### config.mk
export PLATFORM = sky130hd
export DESIGN_NAME = typed_device_registry
export DESIGN_NICKNAME = d
export VERILOG_FILES = /design/src/sv/tdr_pkg.sv /design/src/sv/tdr_cell.sv /design/src/sv/typed_device_registry.sv
export SDC_FILE = /design/constraint.sdc
export NUM_CORES = 1
export LEC_CHECK = 0
export BUFFER_PORTS_ARGS = -buffer_cell sky130_fd_sc_hd__buf_4
export CORE_ASPECT_RATIO = 1.4
export CORE_MARGIN = 2
export CORE_UTILIZATION = 31
export CTS_CLUSTER_SIZE = 12
export DETAILED_ROUTE_END_ITERATION = 7
export SLEW_MARGIN = 20
export SYNTH_ARGS = -nofsm -noshare
export SYNTH_HDL_FRONTEND = slang
export SYNTH_SLANG_ARGS = --single-unit
### constraint.sdc
create_clock -name clk -period 5.5 [get_ports clk]
set_clock_uncertainty 0.1 [all_clocks]
set_input_delay 0.275 -clock clk [delete_from_list [all_inputs] [get_ports clk]]
set_output_delay 0.275 -clock clk [all_outputs]
set_load 0.005 [all_outputs]
### src/sv/tdr_pkg.sv
// Package for the typed device registry: item structs, status codes,
// chain token and write command types. No dependencies.
package tdr_pkg;

  localparam int NUM_TYPES = 5;
  localparam int TYPE_W    = 3;
  localparam int FIELD_W   = 8;

  typedef enum logic [1:0] {
    ST_KNOWN   = 2'd0,
    ST_ADDED   = 2'd1,
    ST_FULL    = 2'd2,
    ST_UNKNOWN = 2'd3
  } tdr_status_t;

  typedef enum logic [1:0] {
    S_IDLE,
    S_SEARCH,
    S_FINISH
  } tdr_state_t;

  typedef struct packed {
    logic [TYPE_W-1:0]  node_type;
    logic [FIELD_W-1:0] post_id;
    logic [FIELD_W-1:0] board_id;
  } tdr_in_t;

  typedef struct packed {
    tdr_status_t status;
    logic [2:0]  slot;
    logic [3:0]  type_count;
  } tdr_out_t;

  typedef struct packed {
    logic live;
    logic hit;
  } tdr_tok_t;

  typedef struct packed {
    logic              en;
    logic [TYPE_W-1:0] node_type;
  } tdr_wr_t;

endpackage

### src/sv/tdr_cell.sv
// One slot of the registry chain: holds this slot's entry for every node type,
// compares the passing search token and hands it to the next cell.
// Depends on tdr_pkg.
module tdr_cell import tdr_pkg::*; #(
  parameter int KEY_W    = 16,
  parameter int SLOT_W   = 3,
  parameter int CELL_IDX = 0
) (
  input  logic              clk,
  input  logic              rst_n,
  input  tdr_tok_t          tok_i,
  input  logic [SLOT_W-1:0] slot_i,
  input  logic [TYPE_W-1:0] qtype,
  input  logic [KEY_W-1:0]  qkey,
  input  tdr_wr_t           wr,
  input  logic [SLOT_W-1:0] wr_slot,
  output tdr_tok_t          tok_o,
  output logic [SLOT_W-1:0] slot_o
);

  logic [KEY_W-1:0]     ids_r [NUM_TYPES];
  logic [NUM_TYPES-1:0] valid_r;
  tdr_tok_t             tok_r;
  tdr_tok_t             tok_nxt;
  logic [SLOT_W-1:0]    slot_r;
  logic [SLOT_W-1:0]    slot_nxt;
  logic                 match;
  logic                 wr_hit;

  always_comb begin
    match = tok_i.live && (qtype < TYPE_W'(NUM_TYPES)) && valid_r[qtype]
            && (ids_r[qtype] == qkey);
    wr_hit = wr.en && (wr_slot == SLOT_W'(CELL_IDX))
             && (wr.node_type < TYPE_W'(NUM_TYPES));
    tok_nxt.live = tok_i.live;
    tok_nxt.hit  = tok_i.live && (tok_i.hit || match);
    slot_nxt     = match ? SLOT_W'(CELL_IDX) : slot_i;
  end

  always_ff @(posedge clk) begin
    if (!rst_n) begin
      valid_r <= '0;
      tok_r   <= '0;
    end else begin
      tok_r <= tok_nxt;
      if (wr_hit) begin
        valid_r[wr.node_type] <= 1'b1;
      end
    end
  end

  always_ff @(posedge clk) begin
    slot_r <= slot_nxt;
    if (wr_hit) begin
      ids_r[wr.node_type] <= qkey;
    end
  end

  assign tok_o  = tok_r;
  assign slot_o = slot_r;

endmodule

### src/sv/typed_device_registry.sv
// Top level of the typed device registry: control sequencer, fill counts
// and the chain of slot cells. Depends on tdr_pkg and tdr_cell.
//
// Usage: an input item carries a node type, a post id and a board id. The
// block looks the pair up in that type's table and returns one result item
// with a status, the slot found or added, and the type's fill count.
// Both channels use valid and stall; an item moves when valid is high and
// stall is low. One item is processed at a time: in_stall is high from the
// accepting edge until the result has been loaded into the output register.
// A search token walks the chain of MAX_DEVICES cells, one cell per cycle.
// When it leaves the last cell the lookup result is registered, and the
// sequencer loads the output register once it is free; an item of an
// unknown type skips the chain and goes straight to that load.
// A stalled result holds in the output register; the next item may be
// accepted meanwhile, and its result waits until the register frees.
// Reset clears all tables, fill counts and both channels' control state.
module typed_device_registry import tdr_pkg::*; #(
  parameter int MAX_DEVICES = 8,
  parameter int ID_BITS     = 8
) (
  input  logic     clk,
  input  logic     rst_n,
  input  logic     in_valid,
  output logic     in_stall,
  input  tdr_in_t  in_data,
  output logic     out_valid,
  input  logic     out_stall,
  output tdr_out_t out_data
);

  localparam int ID_USE = (ID_BITS < FIELD_W) ? ID_BITS : FIELD_W;
  localparam int KEY_W  = 2 * ID_USE;
  localparam int SLOT_W = (MAX_DEVICES > 1) ? $clog2(MAX_DEVICES) : 1;
  localparam int CNT_W  = $clog2(MAX_DEVICES + 1);

  tdr_state_t        state_r, state_nxt;
  logic [TYPE_W-1:0] q_type_r, q_type_nxt;
  logic [KEY_W-1:0]  q_key_r, q_key_nxt;
  logic              q_unknown_r, q_unknown_nxt;
  logic              start_r, start_nxt;
  logic              hit_r, hit_nxt;
  logic [SLOT_W-1:0] hslot_r, hslot_nxt;
  logic [CNT_W-1:0]  counts_r [NUM_TYPES];
  logic [CNT_W-1:0]  counts_nxt [NUM_TYPES];
  logic              out_valid_r, out_valid_nxt;
  tdr_out_t          out_data_r, out_data_nxt;
  logic [CNT_W-1:0]  cur_cnt;
  logic              in_unknown;
  tdr_wr_t           wr;
  logic [SLOT_W-1:0] wr_slot;

  tdr_tok_t          tok_c  [MAX_DEVICES+1];
  logic [SLOT_W-1:0] slot_c [MAX_DEVICES+1];
  logic [MAX_DEVICES-1:0] live_v;

  assign tok_c[0].live = start_r;
  assign tok_c[0].hit  = 1'b0;
  assign slot_c[0]     = '0;

  for (genvar g = 0; g < MAX_DEVICES; g++) begin : g_cell
    tdr_cell #(
      .KEY_W   (KEY_W),
      .SLOT_W  (SLOT_W),
      .CELL_IDX(g)
    ) u_cell (
      .clk    (clk),
      .rst_n  (rst_n),
      .tok_i  (tok_c[g]),
      .slot_i (slot_c[g]),
      .qtype  (q_type_r),
      .qkey   (q_key_r),
      .wr     (wr),
      .wr_slot(wr_slot),
      .tok_o  (tok_c[g+1]),
      .slot_o (slot_c[g+1])
    );
    assign live_v[g] = tok_c[g+1].live;
  end

  assign in_unknown = (in_data.node_type >= TYPE_W'(NUM_TYPES));
  assign cur_cnt    = q_unknown_r ? '0 : counts_r[q_type_r];

  always_comb begin
    state_nxt     = state_r;
    q_type_nxt    = q_type_r;
    q_key_nxt     = q_key_r;
    q_unknown_nxt = q_unknown_r;
    start_nxt     = 1'b0;
    hit_nxt       = hit_r;
    hslot_nxt     = hslot_r;
    counts_nxt    = counts_r;
    out_valid_nxt = out_valid_r && out_stall;
    out_data_nxt  = out_data_r;
    wr.en         = 1'b0;
    wr.node_type  = q_type_r;
    wr_slot       = SLOT_W'(cur_cnt);
    case (state_r)
      S_IDLE: begin
        if (in_valid) begin
          q_type_nxt    = in_data.node_type;
          q_key_nxt     = {in_data.post_id[ID_USE-1:0], in_data.board_id[ID_USE-1:0]};
          q_unknown_nxt = in_unknown;
          start_nxt     = !in_unknown;
          state_nxt     = in_unknown ? S_FINISH : S_SEARCH;
        end
      end
      S_SEARCH: begin
        if (tok_c[MAX_DEVICES].live) begin
          hit_nxt   = tok_c[MAX_DEVICES].hit;
          hslot_nxt = slot_c[MAX_DEVICES];
          state_nxt = S_FINISH;
        end
      end
      S_FINISH: begin
        if (!out_valid_r || !out_stall) begin
          out_valid_nxt = 1'b1;
          state_nxt     = S_IDLE;
          if (q_unknown_r) begin
            out_data_nxt.status     = ST_UNKNOWN;
            out_data_nxt.slot       = '0;
            out_data_nxt.type_count = '0;
          end else if (hit_r) begin
            out_data_nxt.status     = ST_KNOWN;
            out_data_nxt.slot       = 3'(hslot_r);
            out_data_nxt.type_count = 4'(cur_cnt);
          end else if (cur_cnt < CNT_W'(MAX_DEVICES)) begin
            wr.en                   = 1'b1;
            counts_nxt[q_type_r]    = cur_cnt + CNT_W'(1);
            out_data_nxt.status     = ST_ADDED;
            out_data_nxt.slot       = 3'(cur_cnt);
            out_data_nxt.type_count = 4'(cur_cnt + CNT_W'(1));
          end else begin
            out_data_nxt.status     = ST_FULL;
            out_data_nxt.slot       = '0;
            out_data_nxt.type_count = 4'(cur_cnt);
          end
        end
      end
      default: begin
        state_nxt = S_IDLE;
      end
    endcase
  end

  always_ff @(posedge clk) begin
    if (!rst_n) begin
      state_r     <= S_IDLE;
      start_r     <= 1'b0;
      out_valid_r <= 1'b0;
      for (int t = 0; t < NUM_TYPES; t++) begin
        counts_r[t] <= '0;
      end
    end else begin
      state_r     <= state_nxt;
      start_r     <= start_nxt;
      out_valid_r <= out_valid_nxt;
      counts_r    <= counts_nxt;
    end
  end

  always_ff @(posedge clk) begin
    q_type_r    <= q_type_nxt;
    q_key_r     <= q_key_nxt;
    q_unknown_r <= q_unknown_nxt;
    hit_r       <= hit_nxt;
    hslot_r     <= hslot_nxt;
    out_data_r  <= out_data_nxt;
  end

  assign in_stall  = (state_r != S_IDLE);
  assign out_valid = out_valid_r;
  assign out_data  = out_data_r;

  logic counts_ok;
  always_comb begin
    counts_ok = 1'b1;
    for (int t = 0; t < NUM_TYPES; t++) begin
      if (counts_r[t] > CNT_W'(MAX_DEVICES)) begin
        counts_ok = 1'b0;
      end
    end
  end

  a_one_token: assert property (@(posedge clk) disable iff (!rst_n)
    $countones(live_v) <= 1)
    else $error("More than one search item is in the chain.");

  a_counts_bound: assert property (@(posedge clk) disable iff (!rst_n)
    counts_ok)
    else $error("A fill count exceeds the table depth.");

  a_write_room: assert property (@(posedge clk) disable iff (!rst_n)
    wr.en |-> (!q_unknown_r && cur_cnt < CNT_W'(MAX_DEVICES)))
    else $error("Slot write issued for a full table or an unknown type.");

  a_search_ends: assert property (@(posedge clk) disable iff (!rst_n)
    (state_r == S_SEARCH && tok_c[MAX_DEVICES].live) |=> (state_r == S_FINISH))
    else $error("Search item left the chain without finishing the lookup.");

endmodule
# [Word level (Yosys, flattened, before mapping)]
# Memory sizes are Yosys's and may differ from the RTL's. A register that Yosys moved wholly into a read port is not among the register bits.
# Index checks and enable logic that the tools add are counted.
[totals] register_bits=134 latchBits=0 memories=8 in_bits=23 out_inout_bits=11 ramBits=640 romBits=0
[op_classes] mul=0 n_shift=0 eq_ne=20 magnitude_cmp=7 div_mod_pow=0 addsub=1 n_reduce_logical=71 bitwise_logic=11 mux=64
[mem_list] name="g_cell[0].u_cell.ids_r" words=5 width=16 read_ports=1 rd_ports_with_merged_regs=1 write_ports=1 line="tdr_cell.sv:21" text="logic [KEY_W-1:0] ids_r [NUM_TYPES];"
[mem_list] name="g_cell[1].u_cell.ids_r" words=5 width=16 read_ports=1 rd_ports_with_merged_regs=1 write_ports=1 line="tdr_cell.sv:21"
[mem_list] name="g_cell[2].u_cell.ids_r" words=5 width=16 read_ports=1 rd_ports_with_merged_regs=1 write_ports=1 line="tdr_cell.sv:21"
[mem_list] name="g_cell[3].u_cell.ids_r" words=5 width=16 read_ports=1 rd_ports_with_merged_regs=1 write_ports=1 line="tdr_cell.sv:21"
[mem_list] name="g_cell[4].u_cell.ids_r" words=5 width=16 read_ports=1 rd_ports_with_merged_regs=1 write_ports=1 line="tdr_cell.sv:21"
[mem_list] name="g_cell[5].u_cell.ids_r" words=5 width=16 read_ports=1 rd_ports_with_merged_regs=1 write_ports=1 line="tdr_cell.sv:21"
[mem_list] name="2 more memories"
[ops] operator="$eq 16x16->1" count=8
[ops] operator="$logic_and 1x1->1" count=51
[ops] operator="$or 5x5->5" count=8
[ops] operator="$mux 1" count=33
[ops] operator="$bmux 1 s3" count=8
[ops] operator="$mux 3" count=8
[ops] operator="$bwmux 20" count=1
[ops] operator="$mux 9" count=2
[ops] operator="$mux 4" count=4
[ops] operator="$bmux 4 s3" count=1
[ops] operator="$demux 4 s3" count=1
[ops] operator="$eq 3x3->1 const B" count=4
[ops] operator="$logic_or 1x1->1" count=8
[ops] operator="$mux 2" count=4
[ops] operator="$eq 3x2->1 const B" count=2
[ops] operator="$pmux 2 s3" count=1
[ops] operator="$reduce_and 2->1" count=3
[ops] operator="$reduce_and 3->1" count=2
[ops] operator="$reduce_and 5->1" count=1
[ops] operator="$add 4x1->4 const B" count=1
[ops] operator="$ge 4x4->1 const B" count=1
[ops] operator="$lt 3x4->1 const B" count=1
[ops] operator="$lt 4x1->1 const B" count=1
[ops] operator="$lt 4x4->1 const B" count=1
[ops] operator="other kinds (15)" count=19

# [Logic depth before layout (Yosys ltp)]
# Gate-level depths: netlist (run 1).
[logic_depth] ltp_word=15 mapped_depth=11 ltp_nobuf=10

# [By module]
# A second synthesis (run 1) with hierarchy kept.
[hier_totals] cells_unflattened=2124 area_unflattened_um2=32996.6
[modules_own_cells] module="tdr_cell (g_cell[3].u_cell ...)" instances=2 area_each_um2=3848.7 cells_each=243
[modules_own_cells] module="tdr_cell (g_cell[2].u_cell)" instances=1 area_each_um2=3880.0 cells_each=243
[modules_own_cells] module="tdr_cell (g_cell[4].u_cell)" instances=1 area_each_um2=3878.7 cells_each=244
[modules_own_cells] module="tdr_cell (g_cell[6].u_cell)" instances=1 area_each_um2=3849.9 cells_each=242
[modules_own_cells] module="tdr_cell (g_cell[7].u_cell)" instances=1 area_each_um2=3828.7 cells_each=248
[modules_own_cells] module="tdr_cell (g_cell[1].u_cell)" instances=1 area_each_um2=3757.4 cells_each=233
[modules_own_cells] module="tdr_cell (g_cell[0].u_cell)" instances=1 area_each_um2=3751.1 cells_each=234
[modules_own_cells] module="typed_device_registry" instances=1 area_each_um2=2353.5 cells_each=194

# [Worst setup path before layout (run 1)]
# Ideal clock, no wire load.
[synth_path] path_kind="reg2reg" startpoint="reg q_type_r[1]" endpoint="mem g_cell[4].u_cell.ids_r[1][0] (enable)" t_arrival_ns=2.899 path_slack_ns=2.112 required_ns=5.011 path_buffers=2 path_stages_with_launch=9 setup_time_ns=0.389 cell_sequence="edfxtp_1 > buf_6 > mux4_2 > a22o_1 > or4b_4 > buf_6 > nor2_4 > nand3_4 > nor2_1"
[synth_between] elab_chain_cells=15
[synth_lines] item="from (decl)" line="typed_device_registry.sv:37" text="logic [TYPE_W-1:0] q_type_r, q_type_nxt;"
[synth_lines] item="from (signal assigned)" line="typed_device_registry.sv:162" text="q_type_r <= q_type_nxt;"
[synth_lines] item="$not 3->4 (not written as such)" line="typed_device_registry.sv:81" text="assign cur_cnt = q_unknown_r ? '0 : counts_r[q_type_r];"
[synth_lines] item="$bmux 4 s3" line="typed_device_registry.sv:81"
[synth_lines] item="$mux 4 (not written as such) (2 in series)" line="typed_device_registry.sv:81"
[synth_lines] item="$mux 4" line="typed_device_registry.sv:81"
[synth_lines] item="$lt 4x4->1" line="typed_device_registry.sv:126" text="end else if (cur_cnt < CNT_W'(MAX_DEVICES)) begin"
[synth_lines] item="$mux 1" line="typed_device_registry.sv:126"
[synth_lines] item="$mux 1" line="typed_device_registry.sv:122" text="end else if (hit_r) begin"
[synth_lines] item="$mux 1" line="typed_device_registry.sv:118" text="if (q_unknown_r) begin"
[synth_lines] item="$mux 1" line="typed_device_registry.sv:115" text="if (!out_valid_r || !out_stall) begin"
[synth_lines] item="$mux 1" line="typed_device_registry.sv:97" text="case (state_r)"
[synth_lines] item="$logic_and 1x1->1" line="tdr_cell.sv:33" text="wr_hit = wr.en && (wr_slot == SLOT_W'(CELL_IDX))"
[synth_lines] item="$logic_and 1x1->1" line="tdr_cell.sv:34" text="&& (wr.node_type < TYPE_W'(NUM_TYPES));"
[synth_lines] item="$mux 1" line="tdr_cell.sv:54" text="if (wr_hit) begin"
[synth_lines] item="$mux 1 (not written as such)" line="tdr_cell.sv:55" text="ids_r[wr.node_type] <= qkey;"
[synth_lines] item="to (decl)" line="tdr_cell.sv:21"
# Parallel ways exist; a longest one is shown, timed or not. The select of a mux whose other input is x is not followed.

# [Worst setup path in the final report (run 1)]
[layout_path] startpoint="reg q_type_r[2]" endpoint="mem g_cell[7].u_cell.ids_r[1][11] (enable)"
[layout_between] elab_chain_cells=15
[layout_lines] item="$not 3->4 (not written as such)" line="typed_device_registry.sv:81"
[layout_lines] item="$bmux 4 s3" line="typed_device_registry.sv:81"
[layout_lines] item="$mux 4 (not written as such) (2 in series)" line="typed_device_registry.sv:81"
[layout_lines] item="$mux 4" line="typed_device_registry.sv:81"
[layout_lines] item="$lt 4x4->1" line="typed_device_registry.sv:126"
[layout_lines] item="$mux 1" line="typed_device_registry.sv:126"
[layout_lines] item="$mux 1" line="typed_device_registry.sv:122"
[layout_lines] item="$mux 1" line="typed_device_registry.sv:118"
[layout_lines] item="$mux 1" line="typed_device_registry.sv:115"
[layout_lines] item="$mux 1" line="typed_device_registry.sv:97"
[layout_lines] item="$logic_and 1x1->1" line="tdr_cell.sv:33"
[layout_lines] item="$logic_and 1x1->1" line="tdr_cell.sv:34"
[layout_lines] item="$mux 1" line="tdr_cell.sv:54"
[layout_lines] item="$mux 1 (not written as such)" line="tdr_cell.sv:55"
[layout_lines] item="to (decl)" line="tdr_cell.sv:21"
# Parallel ways exist; a longest one is shown, timed or not. The select of a mux whose other input is x is not followed.

==> results of run 1 <==
-- layout by cell type, fill, tap and decap left out, drive strengths merged, types with 17 or more instances in the layout --
master and n:
a21oi 29, and2 25, buf 115, clkbuf 102
dfxtp 100, dlygate4sd3 21, edfxtp 673, inv 30
mux2i 139, mux4 93, nand2 106, nand2b 17
nand3 39, nand4 19, nor2 74, nor2b 37
nor3 22, nor4 17, o21ai 63, xnor2 126
xor2 59
-- metrics by stage --
step	std cells	hold slack [ps]	setup WS (ps)	utilization	cell area [µm²]
after global routing	3517	143.8	1406	0.3539	36760
after floorplan	2027	273.9	2112	-	32410
after global placement	3377	287.2	1740	0.3309	34370
final	3518	86.67	1602	0.3539	36760
after detailed placement	3377	294.5	1683	0.3309	34370
after CTS	3517	63.07	1670	0.3539	36760
-- layout make-up --
type / instances / area (µm²)
fill: 9754 / 67110
sequential: 773 / 22220
multi-input combinational: 1112 / 9473
clock buffer: 102 / 2073
tap: 1349 / 1688
timing repair buffer: 136 / 1099
inverter: 28 / 105.1
clock inverter: 17 / 98.84
antenna: 1 / 2.502
-- cell families (layout without fill, tap and decap cells) --
kind of cell    count (synthesis)  in the layout
flops                         773            773
simple gates                  413            413
compound gates                262            262
mux                           244            244
xor+xnor                      185            185
buf+inv                       142            283
fa+ha+maj                       8              8
other cells                     0              1
-- routing by layer --
| layer | GRT usage | share of wire | up-vias |
|---|---|---|---|
| li1 | - | - | 8017 |
| met1 | 0.1780 | 0.40 | 9368 |
| met2 | 0.2725 | 0.52 | 506 |
| met3 | 0.02101 | 0.044 | 147 |
| met4 | 0.06611 | 0.040 | 0 |
| met5 | 0 | 0 | - |
-- sequential cells by signal, indices dropped and copies added (netlist names), named ones only --
signal	count
start_r	1
g_cell.u_cell.valid_r	40
out_valid	1
hslot_r	3
counts_r	20
g_cell.u_cell.ids_r	640
q_type_r	3
out_data	9
g_cell.u_cell.tok_o	16
state_r	2
q_key_r	16
g_cell.u_cell.slot_o	17
hit_r	1
q_unknown_r	1
-- worst reg2reg max path, delay by kind of cell, from the launching register on --
family,cells,cell delay [ps]
AO/OA/AOI/OAI,1,380
buffers and inverters,1,410
flip-flops,1,670
AND/OR/NAND/NOR,3,1950
-- final timing paths --
kind / to / slack [ps] / cells past startpoint
hold reg to reg: hit_r / 310 / 0
hold / removal: state_r[0] / 90 / 5
setup reg to reg: g_cell[7].u_cell.ids_r[1][11] / 1600 / 5
setup / recovery: g_cell[7].u_cell.ids_r[1][11] / 1600 / 5
-- where the power goes --
group / total [µW] / internal [µW] / leakage, µW / switching (µW)
combinational: 1150 / 452 / 0.00399 / 703
clock: 4740 / 2630 / 0.00106 / 2110
sequential: 6500 / 6410 / 0.00687 / 89.6
total: 12400 / 9490 / 0.0119 / 2910
==> summary.txt, run 1 <==
Post-route minimum period - 3898 ps
Top cells by area, synth - edfxtp_1 62%, dfxtp_1 6.2%, mux4_2 6.0%
Max-cap violation count - 0
Critical-path top delay cell - and2_1
Cell taking the most area after synthesis - edfxtp_1
Global-route wire length before repair - 122,000 µm
WL final - 82,200 µm
Clk sinks - 773
Max-slew violation count - 0
Slew @ Worst Pin - 1164 ps
Startpoint Class - flip-flop
Syn Area/Cell - 15.99 µm²
Antenna-violating nets left - 0
WL/cell - 23.37 µm
Power Total - 12,390 µW
Critical path arrival - 4050 ps
Synth Cell Area - 0.03241 mm²
CTS max path bufs - 3
Number of synthesized flops with an enable pin - 673
Core area - 0.1039 mm²
Most common flop cell mapped by yosys - edfxtp_1
Crit path max-delay family - simple AND/OR/NAND/NOR gates
Top-count cell post-synth - edfxtp_1
Row cnt - 140
Clk pin slew, worst setup/hold paths - 60 ps
Hold Vio Cnt, Final - 0
Gr usage total - 0.1511
Largest family of logic cells by synthesized area - multiplexers
Setup-failing EPs final - 0
Maximum VDD drop - 222.0 µV
Crit path kind - reg -> reg
I/O Pins - 34
Vias after detailed routing - 18,040
Mapped Cells - 2,027
# port buffers - 33
Die width - 277.3 µm
Starting DRT DRC Count - 1,513
RR Startpoint - q_type_r[2]
P&R area growth vs syn - 13.42%
PwrDens - 337.1 mW/mm²
Synth Area in Compound Gates - 0.05717
Yosys warns - 0
Die area - 0.1072 mm²
Final setup TNS - 0 ps
Crit Path Max Fanout - 17
Starting Density - 0.3120
Crit path from - q_type_r[2]
Gp weighted congestion - 0.8432
Syn nets - 2,058
CTS Buf Count - 77
Vias in the first global route - 18,830
XOR/XNOR share of the synthesized area - 0.04999
Final nets - 2,159
Drc violations - 0
RSZ-0062 raised after global routing - false
Crit. End Element - flip-flop
Hold_buf cts - 21
Via density per instance - 5.127
Die H - 386.6 µm
Simple logic cell fraction of the synthesized area - 0.06895
Relative slew slack - 0.2158
Latest clock arrival within the worst-skew pair - 640 ps
Required time worst endpoint - 5650 ps
Register area share after synthesis - 0.6853
Seq cells post-synth - 773
H-Tree Depth - 3
Asr flop ratio synth - 0
TritonCTS clock tree - yes
Leakage - 0.01191 µW
Share of cells above drive strength 1 - 0.1554
Peak Freq - 256.6 MHz
Largest stage delay on the critical path - 810 ps
Outcome - finished clean
Hold WC Path Type - in -> reg
Final HPWL DP - 51,360 µm
Top cells by count, synth - 673 x edfxtp_1, 139 x mux2i_1, 126 x xnor2_1, 106 x nand2_1, 100 x dfxtp_1
Mux contribution to synthesized area - 0.1125
Distinct cells, synth - 79
CP cell instances - clkinv_1 -> a22o_1 -> or4b_4 -> nor2_1 -> and2_1
GRT Residual Overflow - 0
Min-delay src - in_valid
Pin count of the biggest net entering global routing - 99
Synth Area in Adders - 0.003088
CP Buf/Inv Count - 1
Period utilization - 0.7087
CTS Root Buffer Type - clkbuf_16
Initial antenna violation count - 3
# resized after CTS - 0
Yosys top cell area share - 0.6235
# Post-CTS Setup Buffers - 0
Drt pass-1 iters - 7
Note: power is estimated with default switching activity, not from simulation.
==> run 2: changes to the inputs <==
Settings changed: ABC_AREA set to 1.
Clock period 5.5 ns to 3.6 ns, I/O delays scaled along.
==> summary.txt, run 2 <==
Top cells by count, synth - 947 x nand2_1, 673 x edfxtp_1, 459 x inv_1, 423 x nand3_1, 306 x nor2_1 (was 673 x edfxtp_1, 139 x mux2i_1, 126 x xnor2_1, 106 x nand2_1, 100 x dfxtp_1)
Drc violations - 0 (unchanged)
Max-slew violation count - 0 (unchanged)
Via density per instance - 4.716 (was 5.127)
Clock share of power - 0.349 (was 0.382)
Met2 wire len - 51,690 µm (was 42,850 µm)
Pre-CTS WS - 268.1 ps (was 1683 ps)
Syn nets - 3,483 (was 2,058)
Core area - 0.1082 mm² (was 0.1039 mm²)
Initial antenna violation count - 0 (was 3)
Crit Path Max Fanout - 16 (was 17)
PwrDens - 551.4 mW/mm² (was 337.1 mW/mm²)
I/O Pins - 34 (unchanged)
Distinct cells, synth - 35 (was 79)
Number of synthesized flops with an enable pin - 673 (unchanged)
Largest stage delay on the critical path - 570 ps (was 810 ps)
Critical path arrival - 3450 ps (was 4050 ps)
Yosys top cell area share - 0.5994 (was 0.6235)
Worst path most repeated cell - nand2_1
Ant diodes - 0 (was 1)
Wl on met1 - 36,870 µm (was 32,480 µm)
Share of cells above drive strength 1 - 0.09556 (was 0.1554)
Top cells by area, synth - edfxtp_1 60%, nand2_1 11%, nand3_1 6.3% (was edfxtp_1 62%, dfxtp_1 6.2%, mux4_2 6.0%)
CTS max path bufs - 3 (unchanged)
Clk pin slew, worst setup/hold paths - 60 ps (about the same)
Seq cells post-synth - 773 (unchanged)
Max-cap violation count - 0 (unchanged)
Most frequent cells in the layout - 947 x nand2_1, 673 x edfxtp_1, 456 x inv_1 (was 673 x edfxtp_1, 139 x mux2i_1, 126 x xnor2_1)
Mapped Cells - 3,452 (was 2,027)
Int Power - 15,150 µW (was 9487 µW)
Antenna-violating nets left - 0 (unchanged)
WL/cell - 19.84 µm (was 23.37 µm)
Crit path max-delay family - simple AND/OR/NAND/NOR gates (unchanged)
Setup-failing EPs final - 0 (unchanged)
Maximum VDD drop - 467.2 µV (was 222.0 µV)
Commonest non-fill, non-tap cell in the layout - nand2_1 (was edfxtp_1)
Top routing layer used - met4 (unchanged)
Flop pwr share - 0.468 (was 0.524)
Required time worst endpoint - 3770 ps (was 5650 ps)
Max reg flops - 640 (unchanged)
Synth Cell Area - 0.03371 mm² (was 0.03241 mm²)
Hold Vio Cnt, Final - 0 (unchanged)
Fill cells - 10,770 (was 9,754)
Min Hold Slack - 144.8 ps (was 86.67 ps)
Hold_buf cts - 22 (was 21)
RSZ-0062 raised after global routing - false (unchanged)
TritonCTS clock tree - yes (unchanged)
CP Buf/Inv Count - 2 (was 1)
CP cell instances - nor2_1 -> nand2_1 -> inv_1 -> nand2_1 -> nand3_1 -> a221oi_1 -> nor2_1 -> ha_1 -> ha_1 -> nand2_1 -> inv_1 (was clkinv_1 -> a22o_1 -> or4b_4 -> nor2_1 -> and2_1)
Die H - 394.2 µm (was 386.6 µm)
Drt pass-1 iters - 6 (was 7)
Top-count cell post-synth - nand2_1 (was edfxtp_1)
Crit path depth - 11 (was 5)
Hold path depth - 2 (was 5)
Pin count of the biggest net entering global routing - 137 (was 99)
WL final - 100,200 µm (was 82,200 µm)
Leakage - 0.01569 µW (was 0.01191 µW)
Biggest register - g_cell.u_cell.ids_r (unchanged)
Outcome - finished clean (unchanged)
Final HPWL DP - 60,720 µm (was 51,360 µm)
Largest registers - g_cell.u_cell.ids_r x640, g_cell.u_cell.valid_r x40, counts_r x20 (unchanged)
Yosys warns - 0 (unchanged)
Most common flop cell mapped by yosys - edfxtp_1 (unchanged)
Register area share after synthesis - 0.6588 (was 0.6853)
Hold WC Path Type - in -> reg (unchanged)
Die width - 282.7 µm (was 277.3 µm)
Asr flop ratio synth - 0 (unchanged)
# resized after CTS - 0 (unchanged)
Switch share - 0.2890 (was 0.2345)
H-Tree Depth - 3 (unchanged)
Row cnt - 143 (was 140)
Crit path kind - reg -> reg (unchanged)
Metal3 WL - 5775 µm (was 3618 µm)
Startpoint Class - flip-flop (unchanged)
Inst Count DP - 4,892 (was 3,377)
Clk sinks - 773 (unchanged)
Gate power share - 0.183 (was 0.093)
Post-route minimum period - 3281 ps (was 3898 ps)
Global-route wire length before repair - 147,400 µm (was 122,000 µm)
Cell taking the most area after synthesis - edfxtp_1 (unchanged)
Period utilization - 0.9113 (was 0.7087)
Crit. End Element - flip-flop (unchanged)
P_sw - 6155 µW (was 2907 µW)
# Post-CTS Setup Buffers - 0 (unchanged)
Slew @ Worst Pin - 1062 ps (was 1164 ps)
CTS Buf Count - 75 (was 77)
Critical-path top delay cell - inv_1 (was and2_1)
Peak Freq - 304.8 MHz (was 256.6 MHz)
GRT Residual Overflow - 0 (unchanged)
Final setup margin - 319.2 ps (was 1602 ps)
Starting Density - 0.3115 (was 0.3120)
Final nets - 3,572 (was 2,159)
Vias after detailed routing - 23,820 (was 18,040)
Syn Area/Cell - 9.767 µm² (was 15.99 µm²)
Vias in the first global route - 23,070 (was 18,830)
Latest clock arrival within the worst-skew pair - 640 ps (about the same)
Starting DRT DRC Count - 2,049 (was 1,513)
Relative slew slack - 0.2910 (was 0.2158)
# port buffers - 33 (unchanged)
Fin cells - 5,050 (was 3,518)
CTS Root Buffer Type - clkbuf_16 (unchanged)
Gr usage total - 0.1803 (was 0.1511)
P&R area growth vs syn - 14.58% (was 13.42%)
Die area - 0.1115 mm² (was 0.1072 mm²)
Gp weighted congestion - 0.9105 (was 0.8432)
Worst r2r path cells - 11 (was 5)
## run 2: stage by stage
| step | instance area (µm²) | power, µW | util | TNS [ps] |
|---|---|---|---|---|
| 6_report | 38630 | 21300 | 0.3569 | 0 |
| 5_1_grt | 38630 | 22160 | 0.3569 | 0 |
| 3_5_place_dp | 36170 | 14050 | 0.3342 | 0 |
| 3_3_place_gp | 36170 | 14020 | 0.3342 | 0 |
| 2_1_floorplan | 33710 | 12560 | - | -18110 |
| 4_1_cts | 38630 | 21450 | 0.3569 | 0 |
## run 2: power by group through the flow
| stage | Clock [µW] | Sequential [µW] | Combinational, µW |
|---|---|---|---|
| 2_1_floorplan | 0 | 10200 | 2330 |
| 3_3_place_gp | 0 | 10200 | 3860 |
| 3_5_place_dp | 0 | 10200 | 3900 |
| 4_1_cts | 7560 | 9960 | 3930 |
| 5_1_grt | 7890 | 9960 | 4310 |
| 6_report | 7430 | 9960 | 3910 |
## run 2: cell type report
class                   instances  area (µm²)  share of cell area
multi-input cells            2065        9144              0.2367
clock inverters                 5       21.27           0.0005506
repair buffers                159        1449             0.03751
clock buffers                 131        2216             0.05736
flip-flops and latches        773       22220              0.5752
well taps                    1450        1814             0.04697
inverters                     467        1765             0.04570
## run 2: cell families after synthesis
family,Yosys count,share of synthesized area
xor gates and xnor gates,4,0.001039
adders and majority gates,8,0.002969
DFF,773,0.6588
buffers and inverters,614,0.07044
AOI/OAI and AO/OA,232,0.03700
and+or+nand+nor,1821,0.2298
## run 2: worst paths after layout
path | end | from | slack [ps]
min reg2reg | g_cell[6].u_cell.slot_o[1] | g_cell[5].u_cell.slot_o[1] | 310
max | g_cell[7].u_cell.ids_r[2][4] | q_type_r[0] | 320
max reg2reg | g_cell[7].u_cell.ids_r[2][4] | q_type_r[0] | 320
min | q_key_r[8] | in_data[8] | 140
## run 2: metal layers
layer / vias to the layer above / track usage
met5: - / 0
met4: 0 / 0.1001
li1: 11460 / -
met2: 832 / 0.3238
met1: 11280 / 0.2047
met3: 253 / 0.02276
